===== src/rtl/core/gbp_pkg.sv =====
`default_nettype none
// ----------------------------------------------------------------------------
// gbp_pkg: shared types and constants of the Gram block product
// Field widths, operation and register codes, the state encoding and the
// control bundle that travels with each column beat through the MAC stages.
// ----------------------------------------------------------------------------
package gbp_pkg;

    localparam int W_VALUE   = 32;
    localparam int W_DOT     = 64;
    localparam int W_ROWCNT  = 11;
    localparam int W_REFCOLS = 5;
    localparam int W_REFIDX  = 4;
    localparam int W_CFG     = 11;
    localparam int W_CFGIDX  = 1;

    localparam logic OP_LOAD   = 1'b0;
    localparam logic OP_STREAM = 1'b1;

    localparam logic [W_CFGIDX-1:0] CFG_ROW_COUNT = 1'b0;
    localparam logic [W_CFGIDX-1:0] CFG_REF_COLS  = 1'b1;

    localparam logic [W_ROWCNT-1:0]  ROW_COUNT_RST = 11'd1024;
    localparam logic [W_REFCOLS-1:0] REF_COLS_RST  = 5'd16;

    typedef enum logic [1:0] {
        ST_IDLE = 2'b01,
        ST_RUN  = 2'b10
    } t_state;

    // Control that follows one reference column through the pipeline.
    typedef struct packed {
        logic valid;
        logic row_end;
        logic col_end;
    } t_beat_ctl;

endpackage : gbp_pkg
`default_nettype wire


===== src/rtl/core/gbp_mac.sv =====
`default_nettype none
// ----------------------------------------------------------------------------
// gbp_mac: multiply stage and saturating accumulate of one column beat
// Registers the Q16.48 product of a reference word and the streamed value
// together with the old accumulator, then forms the saturated sum.
// ----------------------------------------------------------------------------
module gbp_mac import gbp_pkg::*; #(
    parameter int CIW = 4
) (
    input  wire logic                 i_clk,
    input  wire logic                 i_rst_n,
    input  wire logic                 i_adv,
    input  wire t_beat_ctl            i_ctl,
    input  wire logic [CIW-1:0]       i_col,
    input  wire logic [W_VALUE-1:0]   i_ref_word,
    input  wire logic [W_VALUE-1:0]   i_x,
    input  wire logic [W_DOT-1:0]     i_acc_word,
    input  wire logic                 i_acc_valid,
    output t_beat_ctl                 o_ctl,
    output logic      [CIW-1:0]       o_col,
    output logic      [W_DOT-1:0]     o_sum
);

    localparam logic [W_DOT-1:0] DOT_MAX = {1'b0, {(W_DOT-1){1'b1}}};
    localparam logic [W_DOT-1:0] DOT_MIN = {1'b1, {(W_DOT-1){1'b0}}};

    t_beat_ctl          r_ctl;
    logic [CIW-1:0]     r_col;
    logic signed [W_DOT-1:0] r_prod;
    logic [W_DOT-1:0]   r_acc;
    logic [W_DOT:0]     w_wide;
    logic               w_ovf;

    always_ff @(posedge i_clk) begin
        if (!i_rst_n) begin
            r_ctl <= '0;
        end else if (i_adv) begin
            r_ctl <= i_ctl;
        end
    end

    always_ff @(posedge i_clk) begin
        if (i_adv) begin
            r_col  <= i_col;
            r_prod <= $signed(i_ref_word) * $signed(i_x);
            // An accumulator not written since the last column end reads as zero.
            r_acc  <= i_acc_valid ? i_acc_word : '0;
        end
    end

    assign w_wide = {r_acc[W_DOT-1], r_acc} + {r_prod[W_DOT-1], r_prod};
    assign w_ovf  = w_wide[W_DOT] != w_wide[W_DOT-1];

    always_comb begin
        if (w_ovf) begin
            o_sum = w_wide[W_DOT] ? DOT_MIN : DOT_MAX;
        end else begin
            o_sum = w_wide[W_DOT-1:0];
        end
    end

    assign o_ctl = r_ctl;
    assign o_col = r_col;

endmodule : gbp_mac
`default_nettype wire


===== config.mk =====
export PLATFORM = sky130hd
export DESIGN_NAME = gbp_mac
export DESIGN_NICKNAME = d
export VERILOG_FILES = /design/src/rtl/core/gbp_pkg.sv /design/src/rtl/core/gbp_mac.sv
export SDC_FILE = /design/constraint.sdc
export NUM_CORES = 2
export LEC_CHECK = 0
export ABC_AREA = 1
export CAP_MARGIN = 20
export CORE_ASPECT_RATIO = 0.7
export CORE_UTILIZATION = 50
export DETAILED_ROUTE_END_ITERATION = 12
export DONT_BUFFER_PORTS = 1
export PLACE_DENSITY_LB_ADDON = 0.1
export RECOVER_POWER = 50
export SLEW_MARGIN = 20
export SYNTH_ARGS = -nofsm -noshare
export SYNTH_HDL_FRONTEND = slang
export SYNTH_SLANG_ARGS = --single-unit
export TNS_END_PERCENT = 10

===== constraint.sdc =====
create_clock -name i_clk -period 11.6 [get_ports i_clk]
set_clock_uncertainty 0.15 [all_clocks]
set_input_delay 1.74 -clock i_clk [delete_from_list [all_inputs] [get_ports i_clk]]
set_output_delay 1.74 -clock i_clk [all_outputs]
set_load 0.02 [all_outputs]

==> results_dict.tcl <==
set metrics [dict create \
    htreeDepth 4 \
    ios 210 \
    clk_latency_ps 460 \
    cts_tree "built" \
    required_ps 11650 \
    place_ws_ps 1944 \
    initialDrtViolationCount 3288 \
    dp_hpwl_um 126100 \
    design.die.area_mm2 0.09810 \
    regToRegEndpoint "o_ctl[0]$_SDFFE_PN0P_" \
    fill_cells 9481 \
    end_kind "flop" \
    final.min_clock_period_ps 9212 \
    hp-start "o_ctl[1]$_SDFFE_PN0P_" \
    core-area_mm2 0.09592 \
    die_w_um 373.9 \
    slowest_stage "fa_1" \
    synth.avg_cell_area_um2 7.688 \
    fin_ws_ps 2388 \
    start_util_pct 50.48 \
    seq_area_frac_synth_pct 8.311 \
    rows 95 \
    r2r_start "o_ctl[0]$_SDFFE_PN0P_" \
    final_antenna_net_count 0 \
    clock_sinks 135 \
    timing.fmax_mhz 108.5 \
    drv_slew 0 \
    met3_usage_pct 8.501 \
    gr-usage-met2_pct 46.88 \
    maxCapViolations 0 \
    crit_fanout 32 \
    async_flop_share_pct 0 \
    start_kind "primary input" \
    nets 7580 \
    routedWlPerCell_um 20.49 \
    synth_top_family_by_area "adder cells" \
    antenna_cells 0 \
    ctsHoldBuffers 0 \
    rr_worst_depth 2 \
    area_delta_synth_final_pct 2.879 \
    drive_gt1_share_pct 1.225 \
    viasPerCell 5.185 \
    synthesis.nets 7768 \
    synth_flop_cell "edfxtp_1" \
    clockBufferDepth 2 \
    ys_seq_elements 135 \
    holdPathEnd "o_ctl[1]$_SDFFE_PN0P_" \
    synth-xor-area-share_pct 1.646 \
    synthAdderAreaFrac_pct 51.19 \
    grt_first_pass_wirelength_um 238300 \
    synth.area.mux_share_pct 0 \
    cts_resized 0 \
    synth_compound_area_share_pct 3.509 \
    fin_crit_sh_pct 79.42 \
    path_class "in -> reg" \
    dieHeight_um 262.4 \
    setup_viol 0 \
    setup_tns_ps 0 \
    clk_pin_slew_ps 70 \
    cts_root_buf "clkbuf_16" \
    relSlewSlack_pct 29.45 \
    arrival_ps 9260 \
    design_area_mm2 0.04981 \
    gr-max-usage-layer "met1" \
    vias 38285 \
    rsz0062_at_grt "false" \
    worstMarginPinSlew_ps 1047 \
    routabilityCongestion 1.043 \
    drc 0 \
    cts_buffers 17 \
    io_buffer_count 0 \
    grt_pass1_vias 40120 \
    postPlaceCellArea_mm2 0.04917 \
    cts_setup_buffers 0 \
    grt_util_all_layers_pct 32.12 \
    r2r_setup_slack_ps 10700 \
    synth.distinct_cells 39 \
    synth-edff-count 132 \
    grt.overflow.total 0 \
    syn_area_mm2 0.04842 \
    grt_max_degree 137 \
    yosysWarnings 0 \
    hp-class "reg -> reg" \
    min_path_cells 2 \
    max_stage_delay_ps 960 \
    wl_um 151300 \
    antenna_found_initial 1 \
    drt_pass1_iterations 8 \
    outcome "finished, final reports clean" \
    hold_viol 0 \
    met1_usage_pct 48.62 \
    syn_inst 6298 \
    whs_ps 484.1 \
    synthSimpleGateAreaFrac_pct 18.88 \
]
## flip-flops by register name, indices dropped and copies added (netlist names)
name / count
r_acc: 64
r_prod: 64
o_ctl: 3
o_col: 4
## through the flow
stage / utilization [%] / instances
after detailed placement: 51.26 / 7352
after global placement: 51.26 / 7352
after global routing: 51.93 / 7384
final: 51.93 / 7384
after CTS: 51.93 / 7384
after floorplan: - / 6298
## worst max-delay path by stage
stage	from	end	slack (ps)	cells after the start
after floorplan	i_ref_word[31]	r_prod[51]$_DFFE_PP_	2790	26
after global placement	i_x[2]	r_prod[49]$_DFFE_PP_	2090	22
after detailed placement	i_x[2]	r_prod[56]$_DFFE_PP_	1940	26
after CTS	i_x[2]	r_prod[56]$_DFFE_PP_	2430	26
after global routing	i_x[2]	r_prod[56]$_DFFE_PP_	1910	26
final	i_x[2]	r_prod[56]$_DFFE_PP_	2390	26
## cells in the mapped netlist, types with 5 or more instances
master / instances / area, um^2
inv_1: 1892 / 7102
a21o_1: 7 / 52.55
nor4_1: 11 / 68.82
nand3b_1: 5 / 37.54
fa_1: 1083 / 21680
nand2_2: 9 / 56.30
xnor2_1: 15 / 131.4
or2_2: 12 / 75.07
buf_6: 6 / 67.56
inv_2: 5 / 18.77
ha_1: 248 / 3103
o21bai_1: 33 / 247.7
nand2_1: 1842 / 6914
edfxtp_1: 132 / 3964
a21boi_0: 6 / 45.04
and3_1: 7 / 43.79
xor2_1: 76 / 665.6
nor2_2: 9 / 56.30
nand3_1: 108 / 540.5
o21ai_0: 85 / 425.4
nor2_1: 268 / 1006
nand4_1: 26 / 162.7
clkbuf_1: 198 / 743.2
nor3_1: 19 / 95.09
a31oi_1: 9 / 56.30
a21oi_1: 160 / 800.8
## critical path: cells and delay by family
family	cells	cell delay, ps
adders and majority gates	9	5200
buffers and inverters	8	960
and+or+nand+nor	5	590
AOI/OAI and AO/OA	3	550
xor gates and xnor gates	1	180
## area by class of cell
class	instances	area, um^2	area share, %
inverters	1897	7121	14.30
clock buffers	21	440.4	0.8842
well taps	1261	1578	3.167
repair buffers	4	30.03	0.06028
clock inverters	11	197.7	0.3969
flip-flops and latches	135	4024	8.078
multi-input cells	4055	36420	73.12
## kinds of logic after synthesis
kind of cell               count (synthesis)
and+or+nand+nor                         2324
buffers and inverters                   2108
adders and majority gates               1331
AOI/OAI and AO/OA                        309
DFF                                      135
xor gates and xnor gates                  91
## layout by cell type (no fill, tap or decap), types with 26 or more instances in the layout
master       n
inv_1     1892
nand2_1   1842
fa_1      1083
nor2_1     268
ha_1       248
a21oi_1    160
edfxtp_1   132
nand3_1    108
o21ai_0     85
xor2_1      76
o21bai_1    33
nand4_1     26
## metal layers
layer  vias up  part of all wire, %
li1      17419                    -
met3       131                   11
met5         -                    0
met1     19037                   46
met2      1698                   42
met4         0                  1.3
Power is left out: the tool's default activity adds up to more than one toggle a clock period on the data nets, which glitch-free logic cannot reach.
