### src/rtl/core/gbp_ram.sv
`default_nettype none
// ----------------------------------------------------------------------------
// gbp_ram: simple dual-port synchronous RAM
// One write port and one read port; read data is registered and holds its
// value in cycles without a read enable.
// ----------------------------------------------------------------------------
module gbp_ram #(
    parameter int WIDTH = 32,
    parameter int DEPTH = 16,
    parameter int AW    = (DEPTH > 1) ? $clog2(DEPTH) : 1
) (
    input  wire logic             i_clk,
    input  wire logic             i_we,
    input  wire logic [AW-1:0]    i_waddr,
    input  wire logic [WIDTH-1:0] i_wdata,
    input  wire logic             i_re,
    input  wire logic [AW-1:0]    i_raddr,
    output logic      [WIDTH-1:0] o_rdata
);

    logic [WIDTH-1:0] r_mem [DEPTH];

    always_ff @(posedge i_clk) begin
        if (i_we) begin
            r_mem[i_waddr] <= i_wdata;
        end
    end

    always_ff @(posedge i_clk) begin
        if (i_re) begin
            o_rdata <= r_mem[i_raddr];
        end
    end

endmodule : gbp_ram
`default_nettype wire

### config.mk
export PLATFORM = sky130hd
export DESIGN_NAME = gbp_ram
export DESIGN_NICKNAME = d
export VERILOG_FILES = /design/src/rtl/core/gbp_ram.sv
export SDC_FILE = /design/constraint.sdc
export NUM_CORES = 1
export LEC_CHECK = 0
export ABC_AREA = 1
export BUFFER_PORTS_ARGS = -buffer_cell sky130_fd_sc_hd__buf_2
export CORE_ASPECT_RATIO = 0.9
export CORE_MARGIN = 2
export CORE_UTILIZATION = 60
export CTS_CLUSTER_SIZE = 28
export DETAILED_ROUTE_END_ITERATION = 12
export PLACE_DENSITY = 0.87
export SYNTH_ARGS = -nofsm -noshare
export SYNTH_HDL_FRONTEND = slang
export SYNTH_SLANG_ARGS = --single-unit
### constraint.sdc
create_clock -name i_clk -period 6.7 [get_ports i_clk]
set_clock_uncertainty 0.05 [all_clocks]
set_input_delay 0.335 -clock i_clk [delete_from_list [all_inputs] [get_ports i_clk]]
set_output_delay 0.335 -clock i_clk [all_outputs]
set_load 0.03 [all_outputs]
==> results of run 1 <==
## layer usage
metal | wire, µm | part of all wire [%] | vias to the layer above | global-route usage (%)
li1 | - | - | 6960 | -
met1 | 18600 | 34 | 7234 | 33.6
met2 | 27100 | 50 | 1004 | 46.9
met3 | 6050 | 11 | 195 | 4.47
met4 | 2340 | 4.3 | 2 | 13.7
met5 | 11 | 0.020 | - | 0
## logic make-up (layout without fill, tap and decap cells)
| group | after synthesis | count (layout) | share of synthesized area (%) |
|---|---|---|---|
| flops | 544 | 544 | 70.9 |
| other cells | 0 | 1 | 0 |
| simple gates | 1081 | 1081 | 19.7 |
| buf+inv | 495 | 580 | 9.41 |
## synthesized netlist by cell type
master	instances	area, µm²
nand3b_1	2	15.0
edfxtp_1	544	16300
buf_6	29	327
nor2_1	17	63.8
clkbuf_1	14	52.6
buf_12	1	20.0
buf_1	14	52.6
nand3_1	385	1930
buf_4	6	45.0
buf_2	41	205
inv_1	388	1460
inv_2	1	3.75
inv_4	1	6.26
nand2_1	677	2540
## registers in the layout, summed over array words and instances, names as in the netlist
signal and count:
r_mem 512, o_rdata 32
## final cells by class
| cell class | count | area [µm²] |
|---|---|---|
| Inverter | 390 | 1470 |
| Clock inverter | 25 | 246 |
| Tap cell | 490 | 613 |
| Clock buffer | 66 | 1380 |
| Multi-Input combinational cell | 1081 | 4670 |
| Antenna cell | 1 | 2.50 |
| Timing Repair Buffer | 99 | 567 |
| Sequential cell | 544 | 16300 |
| Fill cell | 2577 | 12800 |
## worst paths after layout
check / depth (start not counted) / slack, ns / to / startpoint
worst max-delay path: 8 / 3.48 / o_rdata[21] / i_raddr[0]
worst min-delay path: 1 / 0.08 / r_mem[15][7] / i_wdata[7]
worst max register to register: 6 / 5.38 / o_rdata[22] / r_mem[14][22]
worst min register to register: 6 / 0.68 / o_rdata[1] / r_mem[10][1]
## placed cells by master (no fill, tap or decap), drive strengths merged
master  netlist  layout
buf          91      99
bufinv        0       5
clkbuf       14      66
clkinv        0      20
diode         0       1
edfxtp      544     544
inv         390     390
nand2       677     677
nand3       385     385
nand3b        2       2
nor2         17      17
## stage by stage
stage | total power (W) | cell area [µm²]
after floorplan | 0.00422 | 23100
after global placement | 0.00434 | 23700
after detailed placement | 0.00437 | 23700
after CTS | 0.00715 | 25300
after global routing | 0.00734 | 25300
final | 0.00715 | 25300
## worst reg2reg max path, cell delays in order, from the launching register on
cell and delay [ns]:
edfxtp_1 0.37, inv_1 0.07, nand2_1 0.05, nand3_1 0.13, nand3_1 0.11, nand3_1 0.18
nand2_1 0.10
## power by group
part	leakage (nW)	internal, W	switching, W
clock	0.797	0.00163	0.00120
sequential	4.94	0.00383	0.0000224
combinational	4.99	0.000112	0.000340
==> impl_metrics.toml, run 1 <==
[timing]
fmaxAchievable_ghz = 0.310
finalMaxSlewViolations = 0
grt_setup_unrepaired = "false"
timing.setup.tns_ns = 0
worst_slew_margin_rel_pct = 16.0
finalHoldViolCount = 0
tightestPinTransition_ns = 1.26
setup_slack_ns = 3.48
layout_min_cycle_time_ns = 3.22
post-route-period-util_pct = 48.1
hold_slack_ns = 0.0849
setup_violations = 0

[outcome]
run_status = "finished, final reports clean"

[die]
rows = 68
die_h_um = 190
total_die_area_um2 = 40000
design.core.area_um2 = 38100
ioPinCount = 75
fp.dieW_um = 211
floorplan.initialDensity_pct = 60.5

[worst_hold_path]
hold_class = "in2reg"

[power]
p_leak_nw = 10.7
p_per_area_nw_per_um2 = 283
vdd.ir_drop.worst_mv = 0.236

[place]
detailedPlace.worstSlack_ns = 3.11
portBuffers = 74
routabilityCongestion = 0.758
dp_cell_count = 2604
dp_hpwl_mm = 26.3

[detailed_routing]
drt_iter0_drc = 2417
route.antenna.remaining_nets = 0
drcViolationCount = 0
wl_per_cell_um = 20.1
drt-vias-per-instance = 5.71
detail_route.first_pass.iterations = 5
via_count = 15400
route.final.wire_length_mm = 54.1

[clocking]
cts_buffer_depth = 3
tritoncts_num_sinks = 544
cts_post_setup_buffers_inserted = 0
post_cts_resized = 0
ctsHtreeMaxLevel = 2
holdBufCountCts = 0
cts_tree = "done"
clk-insertion-delay-late_ns = 0.57
cts_buffers = 52
clk_transition_reported_paths_ns = 0.06
cts-root-buf = "clkbuf_16"

[worst_setup_path]
kind_of_cell_with_the_highest_combined_delay_on_the_critical_path = "buffers and inverters"
critPathSlowestCell = "buf_4"
critical_path_required_ns = 6.98
path_common_cell = "nand3_1"
critPathArrivalTime_ns = 3.50
cp-end-kind = "flip-flop"
type_of_origin_of_the_critical_path = "input pin"
critPathBufInv = 3
timing.setup.critical_path_class = "in2reg"
worstPathCellList = "buf_6 -> inv_6 -> buf_4 -> nand2_1 -> nand3_1 -> nand3_1 -> nand3_1 -> nand2_1"
timing.critical_path.slowest_cell_delay_ns = 1.07
critPathMaxFanout = 140

[run]
max_cap_viol_count = 0

[synthesis]
mappedNetlistArea_um2 = 23100
seq_total_area_yosys_pct = 70.9
yosys_register_bits = 544
synth_fp_nets = 2163
synthesis.instances = 2120
post_synth.cell_area_avg_um2 = 10.9
synthDistinctLibCells = 14
ys.warnings.count = 0

[global_routing]
number_of_antenna_violations_at_the_first_check_in_global_routing = 2
grt_first_pass_wirelength_mm = 82.2
number_of_global_route_vias_before_repair = 15600
grt_usage_pct = 27.2
grt-ovfl-total = 0
maximum_number_of_pins_on_one_net_before_global_route_repair = 141

[final_layout]
final_cells = 2696
num-nets-final = 2211
final_core_utilization_pct = 66.3
layout-drive-gt1-share_pct = 8.48
synthToLayoutAreaGrowth_pct = 9.66
Note: power is estimated with default switching activity, not from simulation.
==> inputs of run 2 (changes only) <==
- clock period: 6.7 -> 3 ns (I/O delays scaled with it)
==> run 2 against run 1 <==
  * Highest routed layer is now met4
  * Worst setup slack worse by 1.9 ns
  * Final cell count up 1.6%
  * Largest power group unchanged
  * Sequential share of layout area shrank 1.6 points
  * Flip-flop and latch count unchanged
  * Combinational power grew 140%
==> impl_metrics.toml, run 2 (synthesis results as in run 1) <==
[outcome]
run_status = "finished, final reports clean"

[detailed_routing]
highest_layer = "met4"
detail_route.first_pass.iterations = 8
drt_iter0_drc = 2042
route.final.wire_length_mm = 54.8
met3_length_mm = 5.70
wl_per_cell_um = 20.0
via_count = 15700
drt-vias-per-instance = 5.72
wl_met1_mm = 19.6
drcViolationCount = 0
dr_wl_met2_mm = 27.3
route.antenna.remaining_nets = 0

[clocking]
tritoncts_num_sinks = 544
cts_tree = "done"
post_cts_resized = 0
cts_buffers = 51
cts-root-buf = "clkbuf_16"
clk_transition_reported_paths_ns = 0.06
cts_buffer_depth = 3
clk-insertion-delay-late_ns = 0.59
ctsHtreeMaxLevel = 2

[worst_setup_path]
worstReg2RegStart = "r_mem[15][22]"
timing.setup.critical_path_class = "reg2out"
critPathArrivalTime_ns = 1.25
critPathMaxFanout = 1
timing.critical_path.slowest_cell_delay_ns = 0.45
type_of_origin_of_the_critical_path = "flip-flop"
critical_path_required_ns = 2.80
critical_path.endpoint = "o_rdata[30]"
kind_of_cell_with_the_highest_combined_delay_on_the_critical_path = "flip-flops"
worstPathCellList = "buf_2"
worstRegToRegCells = 6
worstReg2RegEnd = "o_rdata[22]"
cp.depth = 1
critPathBufInv = 1
critPathSlowestCell = "edfxtp_1"
regToRegSetupSlack_ns = 1.69
setup.worst_path.start = "o_rdata[30]"
cp-end-kind = "output pin"

[timing]
finalHoldViolCount = 0
worst_slew_margin_rel_pct = 21.1
grt_setup_unrepaired = "false"
layout_min_cycle_time_ns = 1.45
finalMaxSlewViolations = 0
fmaxAchievable_ghz = 0.688
tightestPinTransition_ns = 1.18
post-route-period-util_pct = 48.4
setup_violations = 0
timing.setup.tns_ns = 0

[power]
p_per_area_nw_per_um2 = 623
vdd.ir_drop.worst_mv = 0.504
p_leak_nw = 11.0

[final_layout]
biggest_regs = "r_mem x512, o_rdata x32"
num-fill-cells = 2516
area.sequential_um2 = 16300
num-nets-final = 2252
layout-drive-gt1-share_pct = 8.85
largest-register = "r_mem"
diodes = 0
layout.cells.most_common_list = "nand2_1, edfxtp_1, inv_1"
finalInstanceArea_um2 = 25900
most_frequent_standard_cell_in_the_layout_excluding_fill_and_tap_cells = "nand2_1"
largest_register_ffs = 512
synthToLayoutAreaGrowth_pct = 12.4
multi_input_area_um2 = 4670

[global_routing]
grt-ovfl-total = 0
number_of_antenna_violations_at_the_first_check_in_global_routing = 0
number_of_global_route_vias_before_repair = 15800
grt_first_pass_wirelength_mm = 83.7
grt_usage_pct = 27.6
maximum_number_of_pins_on_one_net_before_global_route_repair = 129

[die]
total_die_area_um2 = 40000
die_h_um = 190
rows = 68
floorplan.initialDensity_pct = 60.5
design.core.area_um2 = 38100
fp.dieW_um = 211
ioPinCount = 75

[place]
portBuffers = 74
dp_hpwl_mm = 28.5
routabilityCongestion = 0.812
placed_area_um2 = 23900

[run]
max_cap_viol_count = 0

[worst_hold_path]
hold_class = "in2reg"
[run 2: cell count changes in the layout (fill, tap and decap cells not counted)]
cell / before / now
clkbuf_1: 13 / 6
clkinv_1: 9 / 16
buf_12: 0 / 16
clkinvlp_4: 0 / 3
clkinv_2: 9 / 8
bufinv_16: 5 / 6
clkinv_8: 0 / 1
buf_4: 26 / 20
inv_6: 1 / 2
diode_2: 1 / 0
dlygate4sd3_1: 0 / 32
clkinv_4: 2 / 0
clkbuf_16: 53 / 52
[run 2: cell type report]
cell class | instances | area share, %
Clock buffer | 58 | 5.11
Tap cell | 490 | 2.37
Inverter | 390 | 5.68
Timing Repair Buffer | 141 | 4.49
Multi-Input combinational cell | 1081 | 18.0
Sequential cell | 544 | 63.1
Clock inverter | 35 | 1.27
[run 2: timing repair]
item	in CTS	in global routing
setup endpoints to repair	0	0
buffers inserted	0	0
endpoints found under the hold margin	512	0
hold buffers	32	0
[run 2: where the power goes]
part | internal (W) | total [W] | switching (W) | leakage (nW)
Sequential | 0.00856 | 0.00861 | 0.0000496 | 4.94
Combinational | 0.000298 | 0.00108 | 0.000779 | 5.23
Clock | 0.00368 | 0.00644 | 0.00277 | 0.801
Total | 0.0125 | 0.0161 | 0.00359 | 11.0
[run 2: metal layers]
layer,vias up,GRT usage (%)
met5,-,0
met4,0,13.5
met3,206,4.67
met2,1029,47.1
met1,7390,34.5
li1,7044,-
[run 2: worst min-delay path, delay by kind of cell]
kind	cells	cell delay, ns
and+or+nand+nor	5	0.37
buffers and inverters	1	0.12
[run 2: stage by stage]
| step | hold slack (ns) | worst slack (ns) | utilization [%] | total power [W] | instances |
|---|---|---|---|---|---|
| final | 0.109 | 1.55 | 68.0 | 0.0161 | 2739 |
| after global routing | 0.132 | 1.50 | 68.0 | 0.0166 | 2739 |
| after CTS | 0.0854 | 1.53 | 68.0 | 0.0162 | 2739 |
| after detailed placement | 0.486 | 1.06 | 62.8 | 0.00979 | 2614 |
| after global placement | 0.473 | 1.12 | 62.8 | 0.00974 | 2614 |
| after floorplan | 0.199 | 0.807 | - | 0.00942 | 2120 |
[run 2: worst min-delay path by stage]
stage	slack, ns	cells after the start	end	from
floorplan	0.20	0	r_mem[0][0]	i_wdata[0]
global placement	0.47	1	r_mem[14][24]	i_wdata[24]
detailed placement	0.49	1	r_mem[3][4]	i_wdata[4]
CTS	0.09	6	o_rdata[7]	i_raddr[0]
global route	0.13	6	o_rdata[7]	i_raddr[0]
finish	0.11	6	o_rdata[7]	i_raddr[0]
==> inputs of run 3 (changes only) <==
- clock period: 3 -> 1.4 ns (I/O delays scaled with it)
==> run 3 against run 2 <==
  * Final cell count up 2.2%
  * Routed wire length up 13%
  * Clock power up 120%
  * Worst hold slack worse by 0.042 ns
  * Flip-flop and latch count unchanged
  * Sequential share of layout area down 2.1 points
  * Clock-buffer cell count up 2
  * Register-to-register slack worse by 1.6 ns
  * Worst setup slack worse by 1.5 ns
  * Global-route usage up 3.5 points
==> impl_metrics.toml, run 3 (synthesis results as in run 1) <==
[detailed_routing]
route.antenna.remaining_nets = 0
drt-vias-per-instance = 5.97
wl_met1_mm = 20.5
detail_route.first_pass.iterations = 7
wl_per_cell_um = 22.1
met3_length_mm = 7.93
via_count = 16700
route.final.wire_length_mm = 61.8
highest_layer = "met4"
drt_iter0_drc = 2586
dr_wl_met2_mm = 29.9
drcViolationCount = 0

[final_layout]
finalInstanceArea_um2 = 26800
layout-drive-gt1-share_pct = 11.2
multi_input_area_um2 = 4670
largest-register = "r_mem"
layout.cells.most_common_list = "nand2_1, edfxtp_1, inv_1"
biggest_regs = "r_mem x512, o_rdata x32"
largest_register_ffs = 512
num-nets-final = 2308
synthToLayoutAreaGrowth_pct = 16.1
num-fill-cells = 2234
final_core_utilization_pct = 70.2
area.sequential_um2 = 16300
most_frequent_standard_cell_in_the_layout_excluding_fill_and_tap_cells = "nand2_1"
diodes = 0

[die]
floorplan.initialDensity_pct = 60.5
ioPinCount = 75
fp.dieW_um = 211
design.core.area_um2 = 38100
total_die_area_um2 = 40000
rows = 68
die_h_um = 190

[worst_setup_path]
cp-end-kind = "flip-flop"
path_common_cell = "nand3_1"
setup.worst_path.start = "r_mem[2][10]"
timing.setup.critical_path_class = "reg2reg"
critPathMaxFanout = 1
type_of_origin_of_the_critical_path = "flip-flop"
critPathBufInv = 1
regToRegSetupSlack_ns = 0.04
worstReg2RegStart = "r_mem[2][10]"
critPathSlowestCell = "edfxtp_1"
critPathArrivalTime_ns = 1.63
timing.critical_path.slowest_cell_delay_ns = 0.36
kind_of_cell_with_the_highest_combined_delay_on_the_critical_path = "simple AND/OR/NAND/NOR gates"
worstPathCellList = "inv_1 -> nand2_1 -> nand3_1 -> nand3_1 -> nand3_1 -> nand2_1"
critical_path_required_ns = 1.67

[power]
p_leak_nw = 11.4
report.power.total_w = 0.0353
vdd.ir_drop.worst_mv = 1.17
p_per_area_nw_per_um2 = 1320

[place]
portBuffers = 74
routabilityCongestion = 0.810
placed_area_um2 = 24700
dp_hpwl_mm = 33.2

[global_routing]
number_of_global_route_vias_before_repair = 16700
grt_usage_pct = 31.1
grt_first_pass_wirelength_mm = 93.5
number_of_antenna_violations_at_the_first_check_in_global_routing = 0
maximum_number_of_pins_on_one_net_before_global_route_repair = 60
grt-ovfl-total = 0

[timing]
finalMaxSlewViolations = 0
worst_slew_margin_rel_pct = 69.9
post-route-period-util_pct = 97.1
hold_slack_ns = 0.0662
fmaxAchievable_ghz = 0.735
finalHoldViolCount = 0
grt_setup_unrepaired = "false"
timing.setup.tns_ns = 0
setup_violations = 0
layout_min_cycle_time_ns = 1.36
tightestPinTransition_ns = 0.451

[clocking]
cts_buffer_depth = 3
ctsHtreeMaxLevel = 2
tritoncts_num_sinks = 544
cts-root-buf = "clkbuf_16"
cts_post_setup_buffers_inserted = 0
cts_buffers = 53
clk_transition_reported_paths_ns = 0.07
clk-insertion-delay-late_ns = 0.59
cts_tree = "done"

[outcome]
run_status = "finished, final reports clean"

[worst_hold_path]
hold_class = "in2reg"
holdCritStartpoint = "i_raddr[3]"

[run]
max_cap_viol_count = 0
## run 3: cell count changes in the layout (fill, tap and decap cells not counted), sizes merged
| cell | change |
|---|---|
| clkbuf | +2 |
| buf | +53 |
| clkinv | +2 |
| inv | +2 |
| dlygate4sd3 | +1 |
| clkinvlp | -1 |
## run 3: layout make-up
class                      count  share of cell area [%]
sequential                   544                    61.0
multi-input combinational   1081                    17.5
timing repair buffer         195                    7.42
inverter                     390                    5.50
clock buffer                  60                    5.05
tap                          490                    2.29
clock inverter                38                    1.28
## run 3: worst paths after layout
check	cells past startpoint	to
worst min register to register	6	o_rdata[1]
worst max register to register	6	o_rdata[10]
worst max-delay path	6	o_rdata[10]
worst min-delay path	4	o_rdata[21]
## run 3: per-layer routing
layer / up-vias / GRT usage [%]
met3: 326 / 6.03
met2: 1505 / 51.7
met4: 0 / 16.4
li1: 7165 / -
met1: 7712 / 39.1
met5: - / 0
## run 3: worst register-to-register path, delay by kind of cell, from the launching register on
kind | cells | cell delay [ns]
simple gates | 5 | 0.61
flops | 1 | 0.36
buf+inv | 1 | 0.08
## run 3: power by group
part / switching, W / total [W] / internal [W]
clock: 0.00613 / 0.0142 / 0.00804
combinational: 0.00183 / 0.00263 / 0.000798
sequential: 0.000116 / 0.0185 / 0.0183
total: 0.00808 / 0.0353 / 0.0272
## run 3: through the flow
step / cells / setup WS, ns
after global placement: 2667 / -0.00573
after detailed placement: 2667 / -0.0316
final: 2798 / 0.0401
after global routing: 2798 / 0.00130
after CTS: 2798 / 0.0196
after floorplan: 2120 / -0.253
## run 3: timing repair
item | CTS | global route
hold endpoints to repair | 544 | 0
hold buffers | 33 | 0
setup endpoints to repair | 0 | 2
gates resized for setup | 0 | 3
